`src/hw/rtl/rx_fifo_with_event_triggers_macros.svh`:
```
// ----------------------------------------------------------------------------
// Receive FIFO assertion macros
// Shared concurrent assertion forms, clocked on clk and disabled in reset.
// ----------------------------------------------------------------------------
`ifndef RX_FIFO_WITH_EVENT_TRIGGERS_MACROS_SVH
`define RX_FIFO_WITH_EVENT_TRIGGERS_MACROS_SVH

// The consequent must hold in the same cycle as the antecedent.
`define RFET_ASSERT_SAME(lbl, ante, cons, msg) \
	lbl: assert property (@(posedge clk) disable iff (!arst_n) (ante) |-> (cons)) \
		else $error(msg);

// The consequent must hold in the cycle after the antecedent.
`define RFET_ASSERT_NEXT(lbl, ante, cons, msg) \
	lbl: assert property (@(posedge clk) disable iff (!arst_n) (ante) |=> (cons)) \
		else $error(msg);

`endif

```
`src/hw/rtl/rfet_pkg.sv`:
```
// ----------------------------------------------------------------------------
// Receive FIFO package
// Operation codes, register indexes, field widths and the result record.
// ----------------------------------------------------------------------------
package rfet_pkg;

	localparam int BYTE_W = 8;
	localparam int MODE_W = 2;
	localparam int FILL_W = 6;
	localparam int THR_W = 6;
	localparam int CFG_IDX_W = 2;
	localparam int CFG_DATA_W = 8;

	typedef enum logic [MODE_W-1:0] {
		MODE_RX    = 2'd0,
		MODE_POP   = 2'd1,
		MODE_PEEK  = 2'd2,
		MODE_CLEAR = 2'd3
	} mode_t;

	typedef enum logic [CFG_IDX_W-1:0] {
		CFG_TERM_ENABLE    = 2'd0,
		CFG_TERM_CHAR      = 2'd1,
		CFG_SIZE_ENABLE    = 2'd2,
		CFG_SIZE_THRESHOLD = 2'd3
	} cfg_idx_t;

	localparam logic [THR_W-1:0] THRESHOLD_RESET = 6'd1;

	typedef struct packed {
		logic              read_valid;
		logic [FILL_W-1:0] fill_count;
		logic              event_res;
		logic              overrun;
	} result_t;

endpackage

```
`src/hw/rtl/rfet_if.sv`:
```
// ----------------------------------------------------------------------------
// Receive FIFO channel interfaces
// Request and response channels with valid/ready handshake.
// ----------------------------------------------------------------------------
interface rfet_in_if;
	logic                         valid;
	logic                         ready;
	logic [rfet_pkg::MODE_W-1:0]  mode;
	logic [rfet_pkg::BYTE_W-1:0]  rx_byte;

	modport source (output valid, output mode, output rx_byte, input ready);
	modport sink (input valid, input mode, input rx_byte, output ready);
endinterface

interface rfet_out_if;
	logic                         valid;
	logic                         ready;
	logic [rfet_pkg::BYTE_W-1:0]  read_byte;
	logic                         read_valid;
	logic [rfet_pkg::FILL_W-1:0]  fill_count;
	logic                         event_res;
	logic                         overrun;

	modport source (output valid, output read_byte, output read_valid,
		output fill_count, output event_res, output overrun, input ready);
	modport sink (input valid, input read_byte, input read_valid,
		input fill_count, input event_res, input overrun, output ready);
endinterface

```
`src/hw/rtl/rx_fifo_with_event_triggers.sv`:
```
// Timing: a result is registered and appears in the cycle after its request is accepted.
// Throughput: one request per cycle; the single result register stalls the
// request side only while a result waits and the response side is not ready.
// Reset: pointers and fill count clear, registers return to their reset
// values, and the byte store keeps undefined contents with no clearing pass.
// ----------------------------------------------------------------------------
// Receive FIFO with event triggers
// Byte ring buffer with pop, peek, clear, overrun flag and receive event.
// ----------------------------------------------------------------------------
module rx_fifo_with_event_triggers #(
	parameter int RX_DEPTH = 64
) (
	input  logic                            clk,
	input  logic                            arst_n,
	input  logic                            cfg_we,
	input  logic [rfet_pkg::CFG_IDX_W-1:0]  cfg_index,
	input  logic [rfet_pkg::CFG_DATA_W-1:0] cfg_data,
	rfet_in_if.sink                         cmd,
	rfet_out_if.source                      rsp
);

	localparam int PTR_W = $clog2(RX_DEPTH);

	logic                        accept;
	logic                        in_ready;
	logic                        mem_we;
	logic [PTR_W-1:0]            mem_waddr, mem_raddr;
	logic [rfet_pkg::BYTE_W-1:0] mem_wdata, mem_rdata;
	rfet_pkg::result_t           res;

	assign cmd.ready = in_ready;
	assign accept    = cmd.valid && in_ready;

	rfet_ctrl #(
		.RX_DEPTH (RX_DEPTH),
		.PTR_W    (PTR_W)
	) u_ctrl (
		.clk       (clk),
		.arst_n    (arst_n),
		.cfg_we    (cfg_we),
		.cfg_index (cfg_index),
		.cfg_data  (cfg_data),
		.accept    (accept),
		.mode      (cmd.mode),
		.rx_byte   (cmd.rx_byte),
		.mem_we    (mem_we),
		.mem_waddr (mem_waddr),
		.mem_wdata (mem_wdata),
		.mem_raddr (mem_raddr),
		.res       (res)
	);

	rfet_store #(
		.DEPTH (RX_DEPTH),
		.AW    (PTR_W)
	) u_store (
		.clk   (clk),
		.we    (mem_we),
		.waddr (mem_waddr),
		.wdata (mem_wdata),
		.re    (accept),
		.raddr (mem_raddr),
		.rdata (mem_rdata)
	);

	rfet_out_reg u_out_reg (
		.clk      (clk),
		.arst_n   (arst_n),
		.load     (accept),
		.res_d    (res),
		.rdata    (mem_rdata),
		.in_ready (in_ready),
		.rsp      (rsp)
	);

endmodule

```
`src/hw/rtl/rfet_store.sv`:
```
// ----------------------------------------------------------------------------
// Receive FIFO byte store
// Simple dual-port memory with one write port and a registered read port.
// ----------------------------------------------------------------------------
module rfet_store #(
	parameter int DEPTH = 64,
	parameter int AW = 6
) (
	input  logic                        clk,
	input  logic                        we,
	input  logic [AW-1:0]               waddr,
	input  logic [rfet_pkg::BYTE_W-1:0] wdata,
	input  logic                        re,
	input  logic [AW-1:0]               raddr,
	output logic [rfet_pkg::BYTE_W-1:0] rdata
);

	logic [rfet_pkg::BYTE_W-1:0] mem [DEPTH];
	logic [rfet_pkg::BYTE_W-1:0] rdata_q;

	always_ff @(posedge clk) begin
		if (we) begin
			mem[waddr] <= wdata;
		end
	end

	// The read data is held until the next read so that a stalled result keeps it.
	always_ff @(posedge clk) begin
		if (re) begin
			rdata_q <= mem[raddr];
		end
	end

	assign rdata = rdata_q;

endmodule

```
`src/hw/rtl/rfet_ctrl.sv`:
```
// ----------------------------------------------------------------------------
// Receive FIFO control
// Configuration registers, ring pointers, fill count and event decision.
// ----------------------------------------------------------------------------
`include "rx_fifo_with_event_triggers_macros.svh"

module rfet_ctrl #(
	parameter int RX_DEPTH = 64,
	parameter int PTR_W = 6
) (
	input  logic                           clk,
	input  logic                           arst_n,
	input  logic                           cfg_we,
	input  logic [rfet_pkg::CFG_IDX_W-1:0] cfg_index,
	input  logic [rfet_pkg::CFG_DATA_W-1:0] cfg_data,
	input  logic                           accept,
	input  logic [rfet_pkg::MODE_W-1:0]    mode,
	input  logic [rfet_pkg::BYTE_W-1:0]    rx_byte,
	output logic                           mem_we,
	output logic [PTR_W-1:0]               mem_waddr,
	output logic [rfet_pkg::BYTE_W-1:0]    mem_wdata,
	output logic [PTR_W-1:0]               mem_raddr,
	output rfet_pkg::result_t              res
);

	localparam int CMP_W = (PTR_W > rfet_pkg::THR_W) ? PTR_W : rfet_pkg::THR_W;
	localparam logic [PTR_W-1:0] LAST = PTR_W'(RX_DEPTH - 1);

	logic                          term_enable_q;
	logic [rfet_pkg::BYTE_W-1:0]   term_char_q;
	logic                          size_enable_q;
	logic [rfet_pkg::THR_W-1:0]    size_threshold_q;

	logic [PTR_W-1:0] wr_q, rd_q, fill_q;
	logic [PTR_W-1:0] wr_d, rd_d, fill_d;
	logic [PTR_W-1:0] fill_inc;
	logic [CMP_W-1:0] fill_ext, inc_ext, thr_ext;
	logic             full, empty, store_ok, ev;
	logic [PTR_W-1:0] ptr_dist;

	function automatic logic [PTR_W-1:0] ring_next(input logic [PTR_W-1:0] p);
		ring_next = (p == LAST) ? '0 : PTR_W'(p + 1'b1);
	endfunction

	always_ff @(posedge clk or negedge arst_n) begin
		if (!arst_n) begin
			term_enable_q    <= 1'b0;
			term_char_q      <= '0;
			size_enable_q    <= 1'b0;
			size_threshold_q <= rfet_pkg::THRESHOLD_RESET;
		end else if (cfg_we) begin
			case (rfet_pkg::cfg_idx_t'(cfg_index))
				rfet_pkg::CFG_TERM_ENABLE: begin
					term_enable_q <= cfg_data[0];
				end
				rfet_pkg::CFG_TERM_CHAR: begin
					term_char_q <= cfg_data;
				end
				rfet_pkg::CFG_SIZE_ENABLE: begin
					size_enable_q <= cfg_data[0];
				end
				rfet_pkg::CFG_SIZE_THRESHOLD: begin
					size_threshold_q <= cfg_data[rfet_pkg::THR_W-1:0];
				end
				default: begin
				end
			endcase
		end
	end

	assign full     = (fill_q == LAST);
	assign empty    = (fill_q == '0);
	assign fill_inc = PTR_W'(fill_q + 1'b1);
	assign inc_ext  = CMP_W'(fill_inc);
	assign thr_ext  = CMP_W'(size_threshold_q);

	// The size trigger has priority; with it alone enabled, a byte below the
	// threshold raises nothing, and with no trigger enabled every byte does.
	always_comb begin
		if (size_enable_q && (inc_ext >= thr_ext)) begin
			ev = 1'b1;
		end else if (size_enable_q && !term_enable_q) begin
			ev = 1'b0;
		end else if (term_enable_q) begin
			ev = (rx_byte == term_char_q);
		end else begin
			ev = 1'b1;
		end
	end

	always_comb begin
		wr_d           = wr_q;
		rd_d           = rd_q;
		fill_d         = fill_q;
		store_ok       = 1'b0;
		res.read_valid = 1'b0;
		res.event_res  = 1'b0;
		res.overrun    = 1'b0;
		case (rfet_pkg::mode_t'(mode))
			rfet_pkg::MODE_RX: begin
				if (full) begin
					res.overrun = 1'b1;
				end else begin
					store_ok      = 1'b1;
					wr_d          = ring_next(wr_q);
					fill_d        = fill_inc;
					res.event_res = ev;
				end
			end
			rfet_pkg::MODE_POP: begin
				if (!empty) begin
					res.read_valid = 1'b1;
					rd_d           = ring_next(rd_q);
					fill_d         = PTR_W'(fill_q - 1'b1);
				end
			end
			rfet_pkg::MODE_PEEK: begin
				res.read_valid = !empty;
			end
			rfet_pkg::MODE_CLEAR: begin
				rd_d   = wr_q;
				fill_d = '0;
			end
			default: begin
			end
		endcase
		fill_ext       = CMP_W'(fill_d);
		res.fill_count = fill_ext[rfet_pkg::FILL_W-1:0];
	end

	always_ff @(posedge clk or negedge arst_n) begin
		if (!arst_n) begin
			wr_q   <= '0;
			rd_q   <= '0;
			fill_q <= '0;
		end else if (accept) begin
			wr_q   <= wr_d;
			rd_q   <= rd_d;
			fill_q <= fill_d;
		end
	end

	assign mem_we    = accept && store_ok;
	assign mem_waddr = wr_q;
	assign mem_wdata = rx_byte;
	assign mem_raddr = rd_q;

	assign ptr_dist = (wr_q >= rd_q) ? PTR_W'(wr_q - rd_q)
		: PTR_W'(RX_DEPTH + int'(wr_q) - int'(rd_q));

	`RFET_ASSERT_SAME(a_fill_bound, 1'b1, fill_q <= LAST, "fill count beyond capacity")
	`RFET_ASSERT_SAME(a_fill_dist, 1'b1, fill_q == ptr_dist, "fill count and pointers disagree")
	`RFET_ASSERT_NEXT(a_clear_empty, accept && (mode == rfet_pkg::MODE_CLEAR),
		fill_q == '0 && rd_q == wr_q, "clear left bytes behind")
	`RFET_ASSERT_NEXT(a_overrun_hold, accept && res.overrun,
		$stable(wr_q) && $stable(fill_q), "dropped byte changed the state")

endmodule

```
`src/hw/rtl/rfet_out_reg.sv`:
```
// ----------------------------------------------------------------------------
// Receive FIFO result register
// Holds one result until the response channel takes it.
// ----------------------------------------------------------------------------
module rfet_out_reg (
	input  logic                        clk,
	input  logic                        arst_n,
	input  logic                        load,
	input  rfet_pkg::result_t           res_d,
	input  logic [rfet_pkg::BYTE_W-1:0] rdata,
	output logic                        in_ready,
	rfet_out_if.source                  rsp
);

	logic              valid_q;
	rfet_pkg::result_t res_s1;

	// A new request is taken whenever the result slot is empty or drains this cycle.
	assign in_ready = !valid_q || rsp.ready;

	always_ff @(posedge clk or negedge arst_n) begin
		if (!arst_n) begin
			valid_q <= 1'b0;
		end else if (in_ready) begin
			valid_q <= load;
		end
	end

	always_ff @(posedge clk) begin
		if (load) begin
			res_s1 <= res_d;
		end
	end

	assign rsp.valid      = valid_q;
	assign rsp.read_byte  = res_s1.read_valid ? rdata : '0;
	assign rsp.read_valid = res_s1.read_valid;
	assign rsp.fill_count = res_s1.fill_count;
	assign rsp.event_res  = res_s1.event_res;
	assign rsp.overrun    = res_s1.overrun;

endmodule
```
`src/flat_wrapper.sv`:
```
// flat-port wrapper written by rule: the top's interface ports become plain ports
module rx_fifo_with_event_triggers_flat 
#(
	parameter int RX_DEPTH = 64
)
  (clk, arst_n, cfg_we, cfg_index, cfg_data, cmd_valid, cmd_mode, cmd_rx_byte, cmd_ready, rsp_valid, rsp_read_byte, rsp_read_valid, rsp_fill_count, rsp_event_res, rsp_overrun, rsp_ready);
  rfet_in_if cmd_i ();
  rfet_out_if rsp_i ();
  input  logic clk;
  input  logic arst_n;
  input  logic cfg_we;
  input  logic [rfet_pkg::CFG_IDX_W-1:0] cfg_index;
  input  logic [rfet_pkg::CFG_DATA_W-1:0] cfg_data;
  input wire logic [$bits(cmd_i.valid)-1:0] cmd_valid;
  input wire logic [$bits(cmd_i.mode)-1:0] cmd_mode;
  input wire logic [$bits(cmd_i.rx_byte)-1:0] cmd_rx_byte;
  output wire logic [$bits(cmd_i.ready)-1:0] cmd_ready;
  output wire logic [$bits(rsp_i.valid)-1:0] rsp_valid;
  output wire logic [$bits(rsp_i.read_byte)-1:0] rsp_read_byte;
  output wire logic [$bits(rsp_i.read_valid)-1:0] rsp_read_valid;
  output wire logic [$bits(rsp_i.fill_count)-1:0] rsp_fill_count;
  output wire logic [$bits(rsp_i.event_res)-1:0] rsp_event_res;
  output wire logic [$bits(rsp_i.overrun)-1:0] rsp_overrun;
  input wire logic [$bits(rsp_i.ready)-1:0] rsp_ready;
  assign cmd_i.valid = cmd_valid;
  assign cmd_i.mode = cmd_mode;
  assign cmd_i.rx_byte = cmd_rx_byte;
  assign cmd_ready = cmd_i.ready;
  assign rsp_valid = rsp_i.valid;
  assign rsp_read_byte = rsp_i.read_byte;
  assign rsp_read_valid = rsp_i.read_valid;
  assign rsp_fill_count = rsp_i.fill_count;
  assign rsp_event_res = rsp_i.event_res;
  assign rsp_overrun = rsp_i.overrun;
  assign rsp_i.ready = rsp_ready;
  rx_fifo_with_event_triggers #(.RX_DEPTH(RX_DEPTH)) u_core (.clk(clk), .arst_n(arst_n), .cfg_we(cfg_we), .cfg_index(cfg_index), .cfg_data(cfg_data), .cmd(cmd_i), .rsp(rsp_i));
endmodule
```
`config.mk`:
```
export PLATFORM = sky130hd
export DESIGN_NAME = rx_fifo_with_event_triggers_flat
export DESIGN_NICKNAME = d
export VERILOG_FILES = /design/src/hw/rtl/rfet_pkg.sv /design/src/hw/rtl/rfet_if.sv /design/src/hw/rtl/rx_fifo_with_event_triggers.sv /design/src/hw/rtl/rfet_store.sv /design/src/hw/rtl/rfet_ctrl.sv /design/src/hw/rtl/rfet_out_reg.sv /design/src/flat_wrapper.sv
export VERILOG_INCLUDE_DIRS = /design/src /design/src/hw/rtl
export SDC_FILE = /design/constraint.sdc
export NUM_CORES = 1
export LEC_CHECK = 0
export ABC_AREA = 1
export BUFFER_PORTS_ARGS = -buffer_cell sky130_fd_sc_hd__buf_2
export CAP_MARGIN = 10
export CELL_PAD_IN_SITES_DETAIL_PLACEMENT = 0
export CELL_PAD_IN_SITES_GLOBAL_PLACEMENT = 1
export CORE_ASPECT_RATIO = 1.75
export CORE_MARGIN = 2
export CORE_UTILIZATION = 51
export DETAILED_ROUTE_END_ITERATION = 8
export MAX_ROUTING_LAYER = met4
export PLACE_DENSITY = 0.83
export REMOVE_ABC_BUFFERS = 1
export SLEW_MARGIN = 20
export SYNTH_ARGS = -nofsm -noshare
export SYNTH_HDL_FRONTEND = slang
export SYNTH_HIERARCHICAL = 1
export SYNTH_SLANG_ARGS = --single-unit
```
`constraint.sdc`:
```
create_clock -name clk -period 4.49 [get_ports clk]
set_clock_uncertainty 0.1 [all_clocks]
set_input_delay 0 -clock clk [delete_from_list [all_inputs] [get_ports clk]]
set_output_delay 0 -clock clk [all_outputs]
set_load 0.05 [all_outputs]
```
After elaboration in Yosys (flattened, before gate mapping)
Memories as Yosys holds them, arrays and structs flattened. A register that Yosys moved wholly into a read port is not among the register bits. Cells that the tools add are included.

Register bits: 44. Memory bits (writable): 512. Memories: 1. Logic and storage cells: 68.

Add/subtract/negate cells: 4. Order comparisons: 1. Reduce and logical (&&, ||, !) cells: 19. Bitwise gates (word level): 2. Equal/unequal tests: 11. Mux-type cells: 18.

Memory list: u_core.u_store.mem (words 64, width 8, rd ports 1, clocked after memory_dff 1, write ports 1, line rfet_store.sv:18) `logic [rfet_pkg::BYTE_W-1:0] mem [DEPTH];`.

Operators by type and width (count): two-way mux 6 bit (5); adder 6 x 1 -> 6 bit (second input constant) (3); == test 6 bit (second input constant) (3); case mux 6 bit (3 select lines) (1); case mux 6 bit (2 select lines) (1); two-way mux 1 bit (9); == test 2 bit (second input constant) (4); == test 8 bit (1); two-way mux 8 bit (1); AND reduction 2 bit (4); greater-or-equal comparator 6 bit (1); zero test 6 bit (1); AND reduction 3 bit (2); subtractor 6 x 1 -> 6 bit (second input constant) (1); == test 2 x 1 -> 1 bit (second input constant) (2); logical AND 1 bit (4); zero test 2 bit (2); zero test 1 bit (3); != test 2 bit (second input constant) (1); NOT 1 bit (2); case mux 1 bit (2 select lines) (1); nonzero test 2 bit (1); OR reduction 2 bit (1); logical OR 1 bit (1).

Logic depth before layout (Yosys ltp)
Depth after elaboration: 6. Depth in mapped cells: 15. Gate-level depth less buffers: 15.

Hierarchy
The synthesis kept the hierarchy.

Modules (own cells, without submodules): rfet_store (instances 1, seq. area each 15615.0 um^2, cells each 1805, area each 21419.3 um^2); rfet_ctrl (instances 1, seq. area each 852.1 um^2, cells each 353, area each 2483.6 um^2); rfet_out_reg (instances 1, seq. area each 295.3 um^2, cells each 31, area each 375.4 um^2); rx_fifo_with_event_triggers (instances 1, seq. area each 0.0 um^2, cells each 2, area each 7.5 um^2).

Worst setup path after synthesis
OpenSTA, ideal clock, no wires.

Path kind: reg2reg. Start: register u_core.u_out_reg.valid_q, in the netlist u_core/u_out_reg/rsp.valid. End: memory u_core/u_store/mem[48][0] (netlist bit) (enable). Period minus slack after synthesis: 3.904 ns. Arrival time: 3.410 ns. Setup time: 0.395 ns. Cell stages (with the launch flop): 9. Slack: 0.586 ns. Cell sequence: dfrtp_1 -> nand2_1 -> nand2_1 -> inv_1 -> inv_2 -> nor2_4 -> clkbuf_1 -> nand4_1 -> nor4_1.

Cells in the longest elaborated chain, start to end: 6.

Ends and longest elaborated chain: from (decl) (line rfet_out_reg.sv:15) `logic valid_q;`; from (signal assigned) (line rfet_out_reg.sv:25) `valid_q <= load;`; zero test 1 bit (line rfet_out_reg.sv:19) `assign in_ready = !valid_q || rsp.ready;`; logical OR 1 bit (line rfet_out_reg.sv:19); net cmd_ready (line flat_wrapper.sv:17) `output wire logic [$bits(cmd_i.ready)-1:0] cmd_ready;`; logical AND 1 bit (line rx_fifo_with_event_triggers.sv:32) `assign accept = cmd.valid && in_ready;`; net u_core.accept (line rx_fifo_with_event_triggers.sv:24) `logic accept;`; logical AND 1 bit (line rfet_ctrl.sv:143) `assign mem_we = accept && store_ok;`; net u_core.mem_we (line rx_fifo_with_event_triggers.sv:26) `logic mem_we;`; two-way mux 1 bit (line rfet_store.sv:22) `if (we) begin`; two-way mux 1 bit (not written as such) (line rfet_store.sv:23) `mem[waddr] <= wdata;`; to (decl) (line rfet_store.sv:18).

The timed path passes the listed nets, and every way through them passes these cells.

Worst setup path in the final report
Start: register u_core.u_ctrl.fill_q[0]. End: memory u_core/u_store/mem[43][6] (netlist bit) (enable).

Cells in the longest elaborated chain, start to end: 6.

Ends and longest elaborated chain: from (decl) (line rfet_ctrl.sv:34) `logic [PTR_W-1:0] wr_q, rd_q, fill_q;`; from (signal assigned) (line rfet_ctrl.sv:139) `fill_q <= fill_d;`; == test 6 bit (line rfet_ctrl.sv:71) `assign full = (fill_q == LAST);`; two-way mux 1 bit (line rfet_ctrl.sv:101) `if (full) begin`; two-way mux 1 bit (line rfet_ctrl.sv:99) `case (rfet_pkg::mode_t'(mode))`; logical AND 1 bit (line rfet_ctrl.sv:143); net u_core.mem_we (line rx_fifo_with_event_triggers.sv:26); two-way mux 1 bit (line rfet_store.sv:22); two-way mux 1 bit (not written as such) (line rfet_store.sv:23).

The timed path passes the listed nets, and every way through them passes these cells.

==> out/results.txt <==
Status -> finished, final reports clean
Clock buffer depth -> 3
DRT Pass-1 Iters -> 5
Detailed-route via count -> 16300
Commonest non-fill, non-tap cell in the layout -> nand2_1
Worst setup EP type -> flip-flop
Number of global-route vias before repair -> 16100
Worst hold slack -> 0.108 ns
Peak Freq -> 294 MHz
CTS sink count -> 564
Pwr Density -> 572 mW/mm²
Max-slew violation count -> 0
Seq pwr share -> 41.3%
Worst Tran Pin Value -> 1.11 ns
Synth unique cells -> 39
DP Worst Slack -> 1.06 ns
Maxcap violations -> 0
Area of the multi-input gates -> 0.00627 mm²
Sw power -> 0.00567 W
Setup_tns -> 0 ns
Post-synthesis instance total -> 2191
Global route overflow -> 0
Dpl hpwl -> 40100 µm
Clk pin slew, worst setup/hold paths -> 0.06 ns
Placer Congestion -> 0.941
Leak Pwr -> 10.0 nW
Die Y -> 293 µm
Setup Viol. Count Final -> 0
Area delta synth->final -> 8.74%
Root buffer cell -> clkbuf_16
DR iter-0 viols -> 1563
CTS tree -> done
Initial antenna violation count -> 0
Later-pin clock latency in the skew report -> 0.57 ns
Peak supply drop -> 0.000521 V
Initial Utilization -> 51.8%
Reg area -> 0.0168 mm²
Die W -> 169 µm
Layout net count -> 2259
Mapped Area -> 0.0243 mm²
Commonest non-fill, non-tap cells in the layout -> 764 x nand2_1, 529 x edfxtp_1, 469 x nand3_1, 77 x nor2_1, 76 x inv_1
Final WS setup -> 1.09 ns
H-tree Lvls -> 2
# DRC -> 0
Buffers added on ports -> 43
Rel. slew slack -> 26.3%
Worst Hold Class -> input port to flip-flop
Req. time, crit path -> 4.60 ns
IO Count -> 44
Startpoint types -> flip-flop
Drt wl/cell -> 22.5 µm
Final ANT Viol Nets -> 0
Seq/Total Area, Yosys -> 69.0%
Number of CTS-inserted buffers -> 46
Core Area -> 0.0469 mm²
Worst Path Max Fanout -> 17
Largest net degree at the start of global routing -> 260
WL final -> 64100 µm
Fin util -> 56.3%
Minimum clock period -> 3.40 ns
Setup CP Type -> flip-flop to flip-flop
# diodes -> 0
Global-route wire length before repair -> 95100 µm
Vias per cell -> 5.73
Seq cells post-synth -> 564
Cell-internal power -> 0.00945 W
Layout cell share with drive strength beyond 1 -> 7.76%
Combinational share of power -> 32.5%
RSZ-0062 raised after global routing -> no
Yosys warnings -> 6
Fill count -> 3879
Total Routing Usage GR -> 26.9%
Final Cycle Share -> 75.8%
Die Footprint -> 0.0494 mm²
Clock power share -> 26.1%
Final Hold Vio Count -> 0
Syn Area/Cell -> 11.1 µm²
Cell Rows -> 105
CP Data Arrival Time -> 3.51 ns
Switching Share -> 37.5%
==> repair_timing <==
item,in CTS,in global routing
hold buffers,30,1
endpoints found under the hold margin,159,4
gates resized for setup,0,0
buffers inserted,0,0
==> critical path, cell delays in order (launching register included) <==
cell	delay, ns
dfrtp_1	0.48
ha_1	0.30
nand3_2	0.13
o21ai_4	0.09
nor2_4	0.32
nand4_1	0.76
nor2_1	0.84
==> synthesized netlist by cell type <==
cell type	instances	area, µm²
nand2_1	764	2870
edfxtp_1	529	15900
nand3_1	469	2350
inv_1	78	293
nor2_1	77	289
buf_2	39	195
buf_6	37	417
dfrtp_1	34	851
buf_4	23	173
o21ai_0	19	95.1
clkbuf_1	17	63.8
ha_1	14	175
nand4_1	12	75.1
buf_1	10	37.5
nor4_1	8	50.1
a21oi_1	7	35.0
inv_2	7	26.3
nand2_2	7	43.8
xor2_1	7	61.3
a31oi_1	4	25.0
nor2_4	4	45.0
nand3_2	3	30.0
o21ai_1	3	15.0
buf_8	2	30.0
o211ai_1	2	15.0
xnor2_1	2	17.5
a21boi_0	1	7.51
a22oi_1	1	7.51
and2_1	1	6.26
dfstp_2	1	26.3
inv_4	1	6.26
inv_6	1	8.76
mux2_2	1	11.3
nand3b_1	1	7.51
nand4_2	1	12.5
nor3_1	1	5.00
o21ai_4	1	16.3
o22ai_1	1	6.26
or2_2	1	6.26
==> flip-flops by register name (all words and copies together) (netlist names), 6 cells and up <==
| register | flops |
|---|---|
| u_core/u_ctrl/fill_q | 6 |
| u_core/u_ctrl/mem_raddr | 6 |
| u_core/u_ctrl/mem_waddr | 6 |
| u_core/u_ctrl/size_threshold_q | 6 |
| u_core/u_ctrl/term_char_q | 8 |
| u_core/u_out_reg/rsp.fill_count | 6 |
| u_core/u_store/mem | 512 |
| u_core/u_store/rdata | 8 |
==> path summary, 6_finish.rpt <==
kind | slack [ns] | depth (start not counted) | start | to
max | 1.09 | 6 | u_core/u_ctrl/fill_q[0] | u_core/u_store/mem[43][6]
min | 0.11 | 2 | cmd_rx_byte[0] | u_core/u_store/mem[62][0]
max reg2reg | 1.09 | 6 | u_core/u_ctrl/fill_q[0] | u_core/u_store/mem[43][6]
min reg2reg | 0.39 | 2 | u_core/u_ctrl/size_threshold_q[5] | u_core/u_ctrl/size_threshold_q[5]
max in group asynchronous | 2.33 | 4 | arst_n | u_core/u_ctrl/mem_raddr[1]
min in group asynchronous | 0.39 | 3 | arst_n | u_core/u_out_reg/rsp.valid
==> through the flow <==
| step | power, W | cells | area, µm² |
|---|---|---|---|
| global placement | 0.0111 | 2729 | 24600 |
| detailed placement | 0.0112 | 2729 | 24600 |
| CTS | 0.0151 | 2842 | 26400 |
| finish | 0.0151 | 2843 | 26400 |
| floorplan | 0.00955 | 2063 | 23400 |
| global route | 0.0158 | 2843 | 26400 |
==> per-layer routing <==
layer  track usage, %  wire length, µm  up-vias
li1                 -                -     7595
met1             29.0            22500     7891
met2             49.1            34900      630
met3             2.05             3200      166
met4             14.1             3450        0
met5                -                0        -
==> cell families (layout without fill, tap and decap cells) <==
group,after synthesis,after routing,synth area share (%)
xor gates and xnor gates,9,9,0.325
AOI/OAI and AO/OA,39,39,0.917
adders and majority gates,14,14,0.721
DFF,564,564,69.0
buffers and inverters,215,279,5.15
muxes,1,1,0.0464
and+or+nand+nor,1349,1349,23.8
==> cell type report <==
| cell class | count | area share, % |
|---|---|---|
| sequential | 564 | 63.5 |
| multi-input combinational | 1412 | 23.8 |
| clock buffer | 58 | 4.77 |
| timing repair buffer | 109 | 3.13 |
| tap | 588 | 2.79 |
| inverter | 87 | 1.27 |
| clock inverter | 25 | 0.777 |
==> power groups by stage <==
stage          clock [W]  combinational (W)  sequential (W)
2_1_floorplan          0            0.00294         0.00661
3_3_place_gp           0            0.00479         0.00635
3_5_place_dp           0            0.00483         0.00635
4_1_cts          0.00401            0.00487         0.00624
5_1_grt          0.00420            0.00537         0.00627
6_report         0.00395            0.00492         0.00625
Note: power is estimated with default switching activity, not from simulation.
